**src/hw/rtl/btl_pkg.sv**
```systemverilog
`timescale 1ns / 1ps
package btl_pkg;

   localparam int MAX_TEXTURE_DIM  = 256;
   localparam int WEIGHT_FRAC_BITS = 15;
   localparam int POS_W            = $clog2(MAX_TEXTURE_DIM);
   localparam int DIM_W            = POS_W + 1;
   localparam int ADDR_W           = 16;
   localparam int STORE_DEPTH      = 1 << ADDR_W;
   localparam int RGB_W            = 24;
   localparam int CHAN_W           = 8;
   localparam int COORD_W          = 26;
   localparam int FRAC_IN_W        = 16;
   localparam int PROD_W           = FRAC_IN_W + DIM_W;
   localparam int WT_W             = WEIGHT_FRAC_BITS + 1;
   localparam int REQ_DATA_W       = 96;
   localparam int CSR_DATA_W       = 24;
   localparam int CSR_INDEX_W      = 2;
   localparam int QUEUE_DEPTH      = 4;
   localparam int QPTR_W           = $clog2(QUEUE_DEPTH);
   localparam int NEIGHBORS        = 4;

   typedef enum logic {
      CMD_LOAD   = 1'b0,
      CMD_SAMPLE = 1'b1
   } cmd_type;

   typedef enum logic [CSR_INDEX_W-1:0] {
      REG_TEXTURE_WIDTH  = 2'd0,
      REG_TEXTURE_HEIGHT = 2'd1,
      REG_AMBIENT_COLOR  = 2'd2,
      REG_DIFFUSE_COLOR  = 2'd3
   } reg_index_type;

   typedef struct packed {
      cmd_type                               cmd;
      logic [NEIGHBORS-1:0][ADDR_W-1:0]      addr;
      logic [RGB_W-1:0]                      rgb;
      logic [WEIGHT_FRAC_BITS-1:0]           fu;
      logic [WEIGHT_FRAC_BITS-1:0]           fv;
   } entry_type;

   typedef struct packed {
      logic full;
      logic empty;
   } qstat_type;

   function automatic logic [DIM_W-1:0] clamp_dim(input logic [DIM_W-1:0] d);
      logic [DIM_W-1:0] r;
      r = d;
      if (d == '0) r = DIM_W'(1);
      else if (d > DIM_W'(MAX_TEXTURE_DIM)) r = DIM_W'(MAX_TEXTURE_DIM);
      return r;
   endfunction

endpackage

```
**src/hw/rtl/btl_queue.sv**
```systemverilog
`timescale 1ns / 1ps
module btl_queue (
   input  logic                clock,
   input  logic                reset,
   input  logic                push,
   input  btl_pkg::entry_type  push_entry,
   input  logic                pop,
   output btl_pkg::entry_type  pop_entry,
   output btl_pkg::qstat_type  q_stat
);
   import btl_pkg::*;

   entry_type           slot_ff [QUEUE_DEPTH];
   logic [QPTR_W-1:0]   wr_ptr_ff, wr_ptr_in;
   logic [QPTR_W-1:0]   rd_ptr_ff, rd_ptr_in;
   logic [QPTR_W:0]     count_ff, count_in;
   logic                do_push, do_pop;

   assign q_stat.full  = (count_ff == (QPTR_W+1)'(QUEUE_DEPTH));
   assign q_stat.empty = (count_ff == '0);
   assign do_push      = push && !q_stat.full;
   assign do_pop       = pop && !q_stat.empty;
   assign pop_entry    = slot_ff[rd_ptr_ff];

   always_comb begin
      wr_ptr_in = do_push ? wr_ptr_ff + QPTR_W'(1) : wr_ptr_ff;
      rd_ptr_in = do_pop ? rd_ptr_ff + QPTR_W'(1) : rd_ptr_ff;
      count_in  = count_ff + (QPTR_W+1)'(do_push) - (QPTR_W+1)'(do_pop);
   end

   always_ff @(posedge clock) begin
      if (reset) begin
         wr_ptr_ff <= '0;
         rd_ptr_ff <= '0;
         count_ff  <= '0;
      end else begin
         wr_ptr_ff <= wr_ptr_in;
         rd_ptr_ff <= rd_ptr_in;
         count_ff  <= count_in;
      end
   end

   always_ff @(posedge clock) begin
      if (do_push) slot_ff[wr_ptr_ff] <= push_entry;
   end

   a_count_bound: assert property (@(posedge clock) disable iff (reset)
      count_ff <= (QPTR_W+1)'(QUEUE_DEPTH))
      else $error("queue count overflow");
   a_push_grows: assert property (@(posedge clock) disable iff (reset)
      (do_push && !do_pop) |=> count_ff == $past(count_ff) + (QPTR_W+1)'(1))
      else $error("queue push lost");
   a_pop_shrinks: assert property (@(posedge clock) disable iff (reset)
      (do_pop && !do_push) |=> count_ff == $past(count_ff) - (QPTR_W+1)'(1))
      else $error("queue pop lost");

endmodule

```
**config.mk**
```make
export PLATFORM = sky130hd
export DESIGN_NAME = btl_queue
export DESIGN_NICKNAME = d
export VERILOG_FILES = /design/src/hw/rtl/btl_pkg.sv /design/src/hw/rtl/btl_queue.sv
export SDC_FILE = /design/constraint.sdc
export NUM_CORES = 1
export LEC_CHECK = 0
export BUFFER_PORTS_ARGS = -buffer_cell sky130_fd_sc_hd__buf_2
export CORE_ASPECT_RATIO = 0.5
export CORE_MARGIN = 2
export CORE_UTILIZATION = 40
export CTS_BUF_LIST = sky130_fd_sc_hd__clkbuf_4 sky130_fd_sc_hd__clkbuf_8
export DETAILED_ROUTE_END_ITERATION = 10
export HOLD_SLACK_MARGIN = 0.15
export PLACE_DENSITY = 0.64
export SLEW_MARGIN = 40
export SYNTH_ARGS = -nofsm -noshare
export SYNTH_HDL_FRONTEND = slang
export SYNTH_SLANG_ARGS = --single-unit
```
**constraint.sdc**
```tcl
create_clock -name clock -period 5.8 [get_ports clock]
set_input_delay 1.16 -clock clock [delete_from_list [all_inputs] [get_ports clock]]
set_output_delay 1.16 -clock clock [all_outputs]
set_load 0.03 [all_outputs]
```
==> impl_metrics.py <==
metrics = {
    "status": {
        "outcome": "finished, final reports clean",
    },
    "sta": {
        "finalSetupViolations": 0,
        "hold_viol_final": 0,
        "period_minus_slack_ns": 3.89,
        "fin_worst_skew_ns": 0.0198,
        "drv_slew": 0,
        "relSlewSlack_pct": 52.9,
        "worst_slew_pin_slew_ns": 0.707,
        "finalSetupTns_ns": 0,
        "rsz0062_at_grt": "no",
        "period_share_pct": 67.1,
        "hold_ws_ns": 0.505,
        "max_clock_freq_mhz": 257,
    },
    "die": {
        "io_pins": 244,
        "start_util_pct": 40.6,
        "rows": 54,
        "die_w_um": 302,
        "dieHeight_um": 153,
        "die_area_mm2": 0.0461,
        "core_mm2": 0.0436,
    },
    "global_routing": {
        "grt_max_degree": 66,
        "grt-ovfl-total": 0,
        "grt_pass1_vias": 8538,
        "track_usage_pct": 15.1,
        "antenna_found_initial": 2,
        "grt_pass1_wl_um": 51700,
    },
    "clock_network": {
        "cts_sinks": 485,
        "cts_setup_buffers": 0,
        "cts_buffers": 70,
        "clk_latency_ns": 0.59,
        "h-tree-depth": 3,
        "cts_max_path_buffers": 3,
        "cts.repair.resized": 0,
        "root_buffer": "clkbuf_8",
        "path_clk_slew_ns": 0.06,
        "cts_hold_buffers": 0,
        "cts_tree": "built",
    },
    "final_layout": {
        "area_growth_pct": 18.5,
        "fillers": 3567,
        "nNetsFinal": 1105,
        "layout-drive-gt1-share_pct": 48.1,
        "final_cell_area_mm2": 0.0210,
        "final_util_pct": 48.1,
    },
    "setup_path": {
        "crit_type": "reg -> out",
        "r2r_cells": 10,
        "cp_max_fo": 34,
        "critPathArrivalTime_ns": 2.73,
        "crit_path_end_kind": "output port",
        "startpoint_type": "flop",
        "required_ns": 4.64,
    },
    "logic_synthesis": {
        "synth_edf_count": 476,
        "avgSynthCellArea_um2": 26.4,
        "synth.most_common_cell": "edfxtp_1",
        "yosysTopAreaCell": "edfxtp_1",
        "synth_top_cells_by_count": "edfxtp_1, mux4_2, buf_2",
        "ys_seq_area_share_pct": 81.6,
        "ys_types": 24,
        "synthCells": 672,
        "ys_async_sr_fraction_pct": 0,
        "synthesis.area_mm2": 0.0177,
        "synth_warnings": 0,
        "synthFlopType": "edfxtp_1",
        "synth_area_leaders": "edfxtp_1, mux4_2, buf_12",
        "ys_ff_latch": 485,
        "syn_nets": 802,
        "synth_top_area_share_pct": 80.6,
    },
    "placed_design": {
        "io_buffer_count": 243,
        "placed_cell_area_mm2": 0.0197,
        "dpl.hpwl_um": 21700,
        "gp_congestion": 0.731,
    },
    "power": {
        "power-per-cell-area_mw_per_mm2": 451,
        "p_leak_nw": 6.98,
        "max-vdd-ir-drop_mv": 0.187,
    },
    "route": {
        "drt_pass1_iterations": 6,
        "drt_iter0_drc": 506,
        "vias": 7877,
        "drc": 0,
        "wirelength_um": 34300,
        "viasPerCell": 4.89,
        "antenna_left": 0,
        "wire_per_inst_um": 21.2,
    },
    "worst_hold_path": {
        "min_path_cells": 2,
        "hold_path_class": "reg -> reg",
    },
    "run": {
        "max_cap_violations": 0,
    },
}
## kinds of logic after synthesis
kind of cell	count (synthesis)	share of synthesized area, %
adders and majority gates	7	0.536
buffers and inverters	35	1.87
and+or+nand+nor	17	0.529
DFF	485	81.6
AOI/OAI and AO/OA	5	0.155
muxes	120	15.2
xor gates and xnor gates	3	0.148
## layout make-up
cell class	count	area (um^2)	share of cell area, %
flip-flops and latches	485	14500	68.9
diodes	2	5.00	0.0238
repair buffers	258	1470	6.98
well taps	588	736	3.50
clock inverters	19	143	0.679
inverters	8	30.0	0.143
clock buffers	100	1210	5.75
multi-input cells	152	2940	14.0
## per-stage QoR
step	cells	setup WS, ns	power [mW]
after floorplan	672	1.08	6.35
after global placement	1485	2.38	6.93
after detailed placement	1491	2.41	7.00
after CTS	1610	1.74	9.63
after global routing	1612	1.64	9.89
final	1612	1.91	9.47
## flip-flops by register name, summed over array words and instances (netlist names), named ones only
register	flops
count_ff	3
rd_ptr_ff	2
slot_ff	476
wr_ptr_ff	2
## worst max-delay path: stages (launching register included)
cell,delay (ns)
dfxtp_4,0.79
buf_4,0.53
mux4_2,0.58
buf_2,0.20
## layer usage
layer  vias to the layer above  part of all wire, %  global-route usage (%)
met5                         -                    0                       0
li1                       3504                    -                       -
met3                        68                  3.8                    3.53
met4                         0                  2.8                    5.30
met1                      4154                   37                    17.2
met2                       151                   56                    27.6
## final timing paths
path,slack (ns),startpoint,to
max,1.91,flop,pop_entry[92]
max reg2reg,3.33,count_ff[2],count_ff[2]
min,0.50,rd_ptr_ff[1],flop
min reg2reg,0.50,rd_ptr_ff[1],flop
## where the power goes
part | internal, mW | switching [mW]
registers | 4.21 | 0.144
logic | 0.943 | 1.56
clock network | 1.42 | 1.19
total | 6.57 | 2.89
## cell usage in the layout (no fill, tap or decap), types with 3 or more instances in the layout
cell type,instances
dfxtp_1,7
clkinvlp_4,4
clkinv_2,3
clkbuf_4,27
edfxtp_1,476
nor2_1,4
and2_4,4
buf_4,4
buf_2,243
mux4_2,119
clkinv_1,10
buf_12,11
ha_1,6
inv_1,8
clkbuf_8,73
Note: power is estimated with default switching activity, not from simulation.
