===== src/hw/rtl/btl_pkg.sv =====
`timescale 1ns / 1ps
package btl_pkg;

   localparam int MAX_TEXTURE_DIM  = 256;
   localparam int WEIGHT_FRAC_BITS = 15;
   localparam int POS_W            = $clog2(MAX_TEXTURE_DIM);
   localparam int DIM_W            = POS_W + 1;
   localparam int ADDR_W           = 16;
   localparam int STORE_DEPTH      = 1 << ADDR_W;
   localparam int RGB_W            = 24;
   localparam int CHAN_W           = 8;
   localparam int COORD_W          = 26;
   localparam int FRAC_IN_W        = 16;
   localparam int PROD_W           = FRAC_IN_W + DIM_W;
   localparam int WT_W             = WEIGHT_FRAC_BITS + 1;
   localparam int REQ_DATA_W       = 96;
   localparam int CSR_DATA_W       = 24;
   localparam int CSR_INDEX_W      = 2;
   localparam int QUEUE_DEPTH      = 4;
   localparam int QPTR_W           = $clog2(QUEUE_DEPTH);
   localparam int NEIGHBORS        = 4;

   typedef enum logic {
      CMD_LOAD   = 1'b0,
      CMD_SAMPLE = 1'b1
   } cmd_type;

   typedef enum logic [CSR_INDEX_W-1:0] {
      REG_TEXTURE_WIDTH  = 2'd0,
      REG_TEXTURE_HEIGHT = 2'd1,
      REG_AMBIENT_COLOR  = 2'd2,
      REG_DIFFUSE_COLOR  = 2'd3
   } reg_index_type;

   typedef struct packed {
      cmd_type                               cmd;
      logic [NEIGHBORS-1:0][ADDR_W-1:0]      addr;
      logic [RGB_W-1:0]                      rgb;
      logic [WEIGHT_FRAC_BITS-1:0]           fu;
      logic [WEIGHT_FRAC_BITS-1:0]           fv;
   } entry_type;

   typedef struct packed {
      logic full;
      logic empty;
   } qstat_type;

   function automatic logic [DIM_W-1:0] clamp_dim(input logic [DIM_W-1:0] d);
      logic [DIM_W-1:0] r;
      r = d;
      if (d == '0) r = DIM_W'(1);
      else if (d > DIM_W'(MAX_TEXTURE_DIM)) r = DIM_W'(MAX_TEXTURE_DIM);
      return r;
   endfunction

endpackage


===== src/hw/rtl/btl_front.sv =====
`timescale 1ns / 1ps
module btl_front (
   input  logic                            clock,
   input  logic                            reset,
   input  logic                            req_tvalid,
   output logic                            req_tready,
   input  logic [btl_pkg::REQ_DATA_W-1:0]  req_tdata,
   input  logic                            req_tuser,
   input  logic [btl_pkg::DIM_W-1:0]       tex_w,
   input  logic [btl_pkg::DIM_W-1:0]       tex_h,
   input  btl_pkg::qstat_type              q_stat,
   output logic                            push,
   output btl_pkg::entry_type              push_entry
);
   import btl_pkg::*;

   logic                   en;
   logic                   s0_valid_ff, s0_valid_in;
   cmd_type                s0_cmd_ff;
   logic [PROD_W-1:0]      s0_pu_ff, s0_pv_ff;
   logic [ADDR_W-1:0]      s0_index_ff;
   logic [RGB_W-1:0]       s0_rgb_ff;

   logic                   s1_valid_ff, s1_valid_in;
   cmd_type                s1_cmd_ff;
   logic [POS_W-1:0]       s1_tx_ff, s1_xn_ff, s1_ty_ff, s1_yn_ff;
   logic [WEIGHT_FRAC_BITS-1:0] s1_fu_ff, s1_fv_ff;
   logic [ADDR_W-1:0]      s1_index_ff;
   logic [RGB_W-1:0]       s1_rgb_ff;

   logic [COORD_W-1:0]     coord_u, coord_v;
   logic [POS_W-1:0]       tx_in, xn_in, ty_in, yn_in;
   logic [DIM_W+POS_W-1:0] row0, row1;

   function automatic logic [POS_W-1:0] pos_of(input logic [PROD_W-1:0] p,
                                               input logic [DIM_W-1:0] d);
      logic [DIM_W-1:0] ip;
      ip = p[PROD_W-1:FRAC_IN_W];
      if (ip > d - DIM_W'(1)) ip = d - DIM_W'(1);
      return ip[POS_W-1:0];
   endfunction

   function automatic logic [POS_W-1:0] next_of(input logic [POS_W-1:0] t,
                                                input logic [DIM_W-1:0] d);
      logic [DIM_W-1:0] n;
      n = {1'b0, t} + DIM_W'(1);
      if (n >= d) n = '0;
      return n[POS_W-1:0];
   endfunction

   assign coord_u = req_tdata[ADDR_W+RGB_W +: COORD_W];
   assign coord_v = req_tdata[ADDR_W+RGB_W+COORD_W +: COORD_W];

   assign en          = !s1_valid_ff || !q_stat.full;
   assign req_tready  = en;
   assign push        = s1_valid_ff && !q_stat.full;
   assign s0_valid_in = req_tvalid;
   assign s1_valid_in = s0_valid_ff;

   assign tx_in = pos_of(s0_pu_ff, tex_w);
   assign ty_in = pos_of(s0_pv_ff, tex_h);
   assign xn_in = next_of(tx_in, tex_w);
   assign yn_in = next_of(ty_in, tex_h);

   always_ff @(posedge clock) begin
      if (reset) begin
         s0_valid_ff <= 1'b0;
         s1_valid_ff <= 1'b0;
      end else if (en) begin
         s0_valid_ff <= s0_valid_in;
         s1_valid_ff <= s1_valid_in;
      end
   end

   always_ff @(posedge clock) begin
      if (en) begin
         s0_cmd_ff   <= cmd_type'(req_tuser);
         s0_pu_ff    <= PROD_W'(coord_u[FRAC_IN_W-1:0] * tex_w);
         s0_pv_ff    <= PROD_W'(coord_v[FRAC_IN_W-1:0] * tex_h);
         s0_index_ff <= req_tdata[ADDR_W-1:0];
         s0_rgb_ff   <= req_tdata[ADDR_W +: RGB_W];
         s1_cmd_ff   <= s0_cmd_ff;
         s1_tx_ff    <= tx_in;
         s1_xn_ff    <= xn_in;
         s1_ty_ff    <= ty_in;
         s1_yn_ff    <= yn_in;
         s1_fu_ff    <= s0_pu_ff[FRAC_IN_W-1 -: WEIGHT_FRAC_BITS];
         s1_fv_ff    <= s0_pv_ff[FRAC_IN_W-1 -: WEIGHT_FRAC_BITS];
         s1_index_ff <= s0_index_ff;
         s1_rgb_ff   <= s0_rgb_ff;
      end
   end

   assign row0 = s1_ty_ff * tex_w;
   assign row1 = s1_yn_ff * tex_w;

   always_comb begin
      push_entry.cmd = s1_cmd_ff;
      push_entry.rgb = s1_rgb_ff;
      push_entry.fu  = s1_fu_ff;
      push_entry.fv  = s1_fv_ff;
      if (s1_cmd_ff == CMD_LOAD) begin
         push_entry.addr[0] = s1_index_ff;
      end else begin
         push_entry.addr[0] = ADDR_W'(row0 + DIM_W'(s1_tx_ff));
      end
      push_entry.addr[1] = ADDR_W'(row1 + DIM_W'(s1_tx_ff));
      push_entry.addr[2] = ADDR_W'(row0 + DIM_W'(s1_xn_ff));
      push_entry.addr[3] = ADDR_W'(row1 + DIM_W'(s1_xn_ff));
   end

endmodule


===== config.mk =====
export PLATFORM = sky130hd
export DESIGN_NAME = btl_front
export DESIGN_NICKNAME = d
export VERILOG_FILES = /design/src/hw/rtl/btl_pkg.sv /design/src/hw/rtl/btl_front.sv
export SDC_FILE = /design/constraint.sdc
export NUM_CORES = 1
export LEC_CHECK = 0
export BUFFER_PORTS_ARGS = -buffer_cell sky130_fd_sc_hd__buf_2
export CAP_MARGIN = 10
export CORE_MARGIN = 1
export CORE_UTILIZATION = 23
export CTS_BUF_LIST = sky130_fd_sc_hd__clkbuf_16
export DETAILED_ROUTE_END_ITERATION = 10
export SYNTH_ARGS = -nofsm -noshare
export SYNTH_HDL_FRONTEND = slang
export SYNTH_SLANG_ARGS = --single-unit

===== constraint.sdc =====
create_clock -name clock -period 7.35 [get_ports clock]
set_input_delay 0.735 -clock clock [delete_from_list [all_inputs] [get_ports clock]]
set_output_delay 0.735 -clock clock [all_outputs]
set_load 0.01 [all_outputs]

==> results.tsv <==
metric	value	unit
crit_chain	buf_2, buf_4, nand2_1, fa_1, fa_1, inv_1, fa_1, inv_1, fa_1, inv_1, ha_1, nor4_1, a21bo_2, a41oi_1, xnor2_1, a21boi_2, nand3_1, xor2_1, a21oi_1, buf_2	
drt_first_pass_iters	5	
synth_top_area_share	0.251	
rsz0062_at_grt	no	
cts_setup_buffers	0	
cts.sinks	194	
synth_top_flop_cell	edfxtp_1	
slowest_stage	fa_1	
h-tree-depth	4	
cts_root_buf	clkbuf_16	
io_pins	241	
drive_gt1_frac	0.122	
dieWidth	318	um
grt_pass1_wl	93100	um
final-max-slew-violation-count	0	
min-delay-start	reset	
ys_warn_count	0	
worstHoldPathType	in -> reg	
wl	58400	um
timing.critical_path.mode_cell	fa_1	
worst-path-buf-inv	6	
grt_pass1_vias	16800	
antenna_found_initial	6	
seq_area_frac_synth	0.253	
startpoint_type	input pin	
tritoncts	built	
dp_hpwl	46600	um
synthTopCellsByCount	inv_1 (376), nand2_1 (285), fa_1 (284), ha_1 (232), and2_1 (224)	
ctsHoldBuffers	0	
finalWeightedCongestion	0.830	
rr_startpoint	s0_pv_ff[19]	
die_h	318	um
syn_area_per_cell	9.98	um^2
row_count	115	
stdcell_count	3770	
arrival	6040	ps
core	98700	um^2
fillers	10500	
vias_per_cell	4.30	
max_stage_delay	490	ps
grt_usage	0.119	
crit_path_end_kind	output pin	
io_buffer_count	215	
fin_nets	3106	
setup_viol	0	
drcViolationCount	0	
vias	16200	
grt_overflow	0	
syn_inst	2302	
cp_data_required_time	6610	ps
outcome	completed	
async_reset_ff_frac	0	
drtIter0Drc	744	
cts_buffer_depth	2	
ys_types	83	
grt_max_degree	67	
cts_buffers	17	
place_inst	3738	
synth_fp_nets	2938	
tightest_slew	910	ps
fin_crit	6780	ps
critPathLaunch	tex_w[1]	
dieArea	101000	um^2
syn_to_final_growth	13.6	%
ctsResizeCount	0	
crit_family	adder cells	
synth_seq_cells	194	
setup_tns	0	ps
synth_most_common_cell	inv_1	
hold_viol_final	0	
insertion_delay	520	ps
synth.area.top_cells	edfxtp_1 (25%), fa_1 (25%), ha_1 (13%)	
diodes	0	
maxSlewHeadroom	0.393	
drv_cap	0	
postRouteAntennaNets	0	
clkSlewWorstSetupHoldPaths	90	ps
clock-skew-final	23.2	ps
fmax	148	MHz
synth_top_cell_by_area	edfxtp_1	
cp_max_fo	21	
initial_utilization	0.233	
wl_per_cell	15.5	um
synth_edf_count	192	
syn_area	23000	um^2
fin_crit_sh	0.922	
worstSetupPathType	in -> out	
[metal layers]
| layer | part of all wire | GRT usage | vias to the layer above |
|---|---|---|---|
| li1 | - | - | 7748 |
| met1 | 0.44 | 0.147 | 8084 |
| met2 | 0.50 | 0.205 | 287 |
| met3 | 0.040 | 0.0236 | 67 |
| met4 | 0.025 | 0.0388 | 8 |
| met5 | 0.00086 | 0 | - |
[path summary, 6_finish.rpt]
path                     endpoint  slack, ps  cells after the start
hold / removal        s0_valid_ff        380                      2
hold reg to reg   s1_index_ff[10]        410                      0
setup reg to reg      s1_yn_ff[2]       2480                     16
setup / recovery   push_entry[68]        570                     20
[state kept, by name (all words and copies together), names as in the netlist]
register and flops:
s0_rgb_ff 24, s0_index_ff 16, s1_fv_ff 15, s0_pv_ff 24, s0_pu_ff 24, s0_valid_ff 1, s0_cmd_ff 1, s1_fu_ff 15
s1_xn_ff 8, s1_ty_ff 8, s1_valid_ff 1, s1_index_ff 16, s1_tx_ff 8, s1_cmd_ff 1, s1_yn_ff 8, s1_rgb_ff 24
[cell usage in the layout (no fill, tap or decap), drive strengths merged, types with 4 or more instances in the layout]
cell type  synthesis  final
mux2              11     11
inv              376    385
xor2              45     45
ha               232    232
o21ai             68     68
mux2i             13     13
clkinv             0      6
o21a              20     20
a211oi            11     11
nor2b             28     28
a21o              35     35
o211ai             4      4
nand3             21     21
buf               20    236
nor3b              4      4
edfxtp           192    192
a21boi             7      7
nor3              13     13
fa               284    284
xnor2             94     94
and3               7      7
nand4              9      9
and2             228    228
clkbuf            67     17
nor2              51     51
o21bai            11     11
nand2b            11     11
a21oi             88     88
nand2            286    286
o31ai              5      5
[layout make-up]
cell class / count / area, um^2 / share of cell area
sequential: 194 / 5810 / 0.222
inverter: 376 / 1410 / 0.0541
timing repair buffer: 236 / 1230 / 0.0473
multi-input combinational: 1645 / 15400 / 0.590
clock buffer: 17 / 425 / 0.0163
clock inverter: 15 / 223 / 0.00853
tap: 1287 / 1610 / 0.0617
[metrics by stage]
| stage | instance area, um^2 | setup WS, ps | util | hold slack [ps] |
|---|---|---|---|---|
| floorplan | 23000 | 995 | - | 400 |
| global placement | 25400 | 543 | 0.258 | 400 |
| detailed placement | 25400 | 554 | 0.258 | 405 |
| CTS | 26100 | 491 | 0.264 | 332 |
| global route | 26100 | 209 | 0.264 | 347 |
| finish | 26100 | 575 | 0.264 | 377 |
[worst register-to-register path, cell delays in order, from the launching register on]
cell and delay (ps):
edfxtp_1 530, ha_1 370, and4b_1 180, a2111oi_0 470
nor3_1 120, o21ai_2 490, buf_4 270, o21ai_0 260
ha_1 430, ha_1 280, a21o_1 160, a21o_1 160
a21o_1 170, a211o_1 290, a21oi_1 120, o21ai_1 210
nor2b_1 190
[cell families (layout without fill, tap and decap cells)]
| group | Yosys count | count (layout) | share of synthesized area |
|---|---|---|---|
| simple gates | 678 | 678 | 0.149 |
| compound gates | 288 | 288 | 0.0825 |
| xor+xnor | 139 | 139 | 0.0533 |
| flops | 194 | 194 | 0.253 |
| buf+inv | 463 | 644 | 0.0775 |
| fa+ha+maj | 516 | 516 | 0.374 |
| mux | 24 | 24 | 0.0112 |
Power is not shown: default switching activity piles up to over one toggle a cycle in this logic, so the estimate is an artifact.
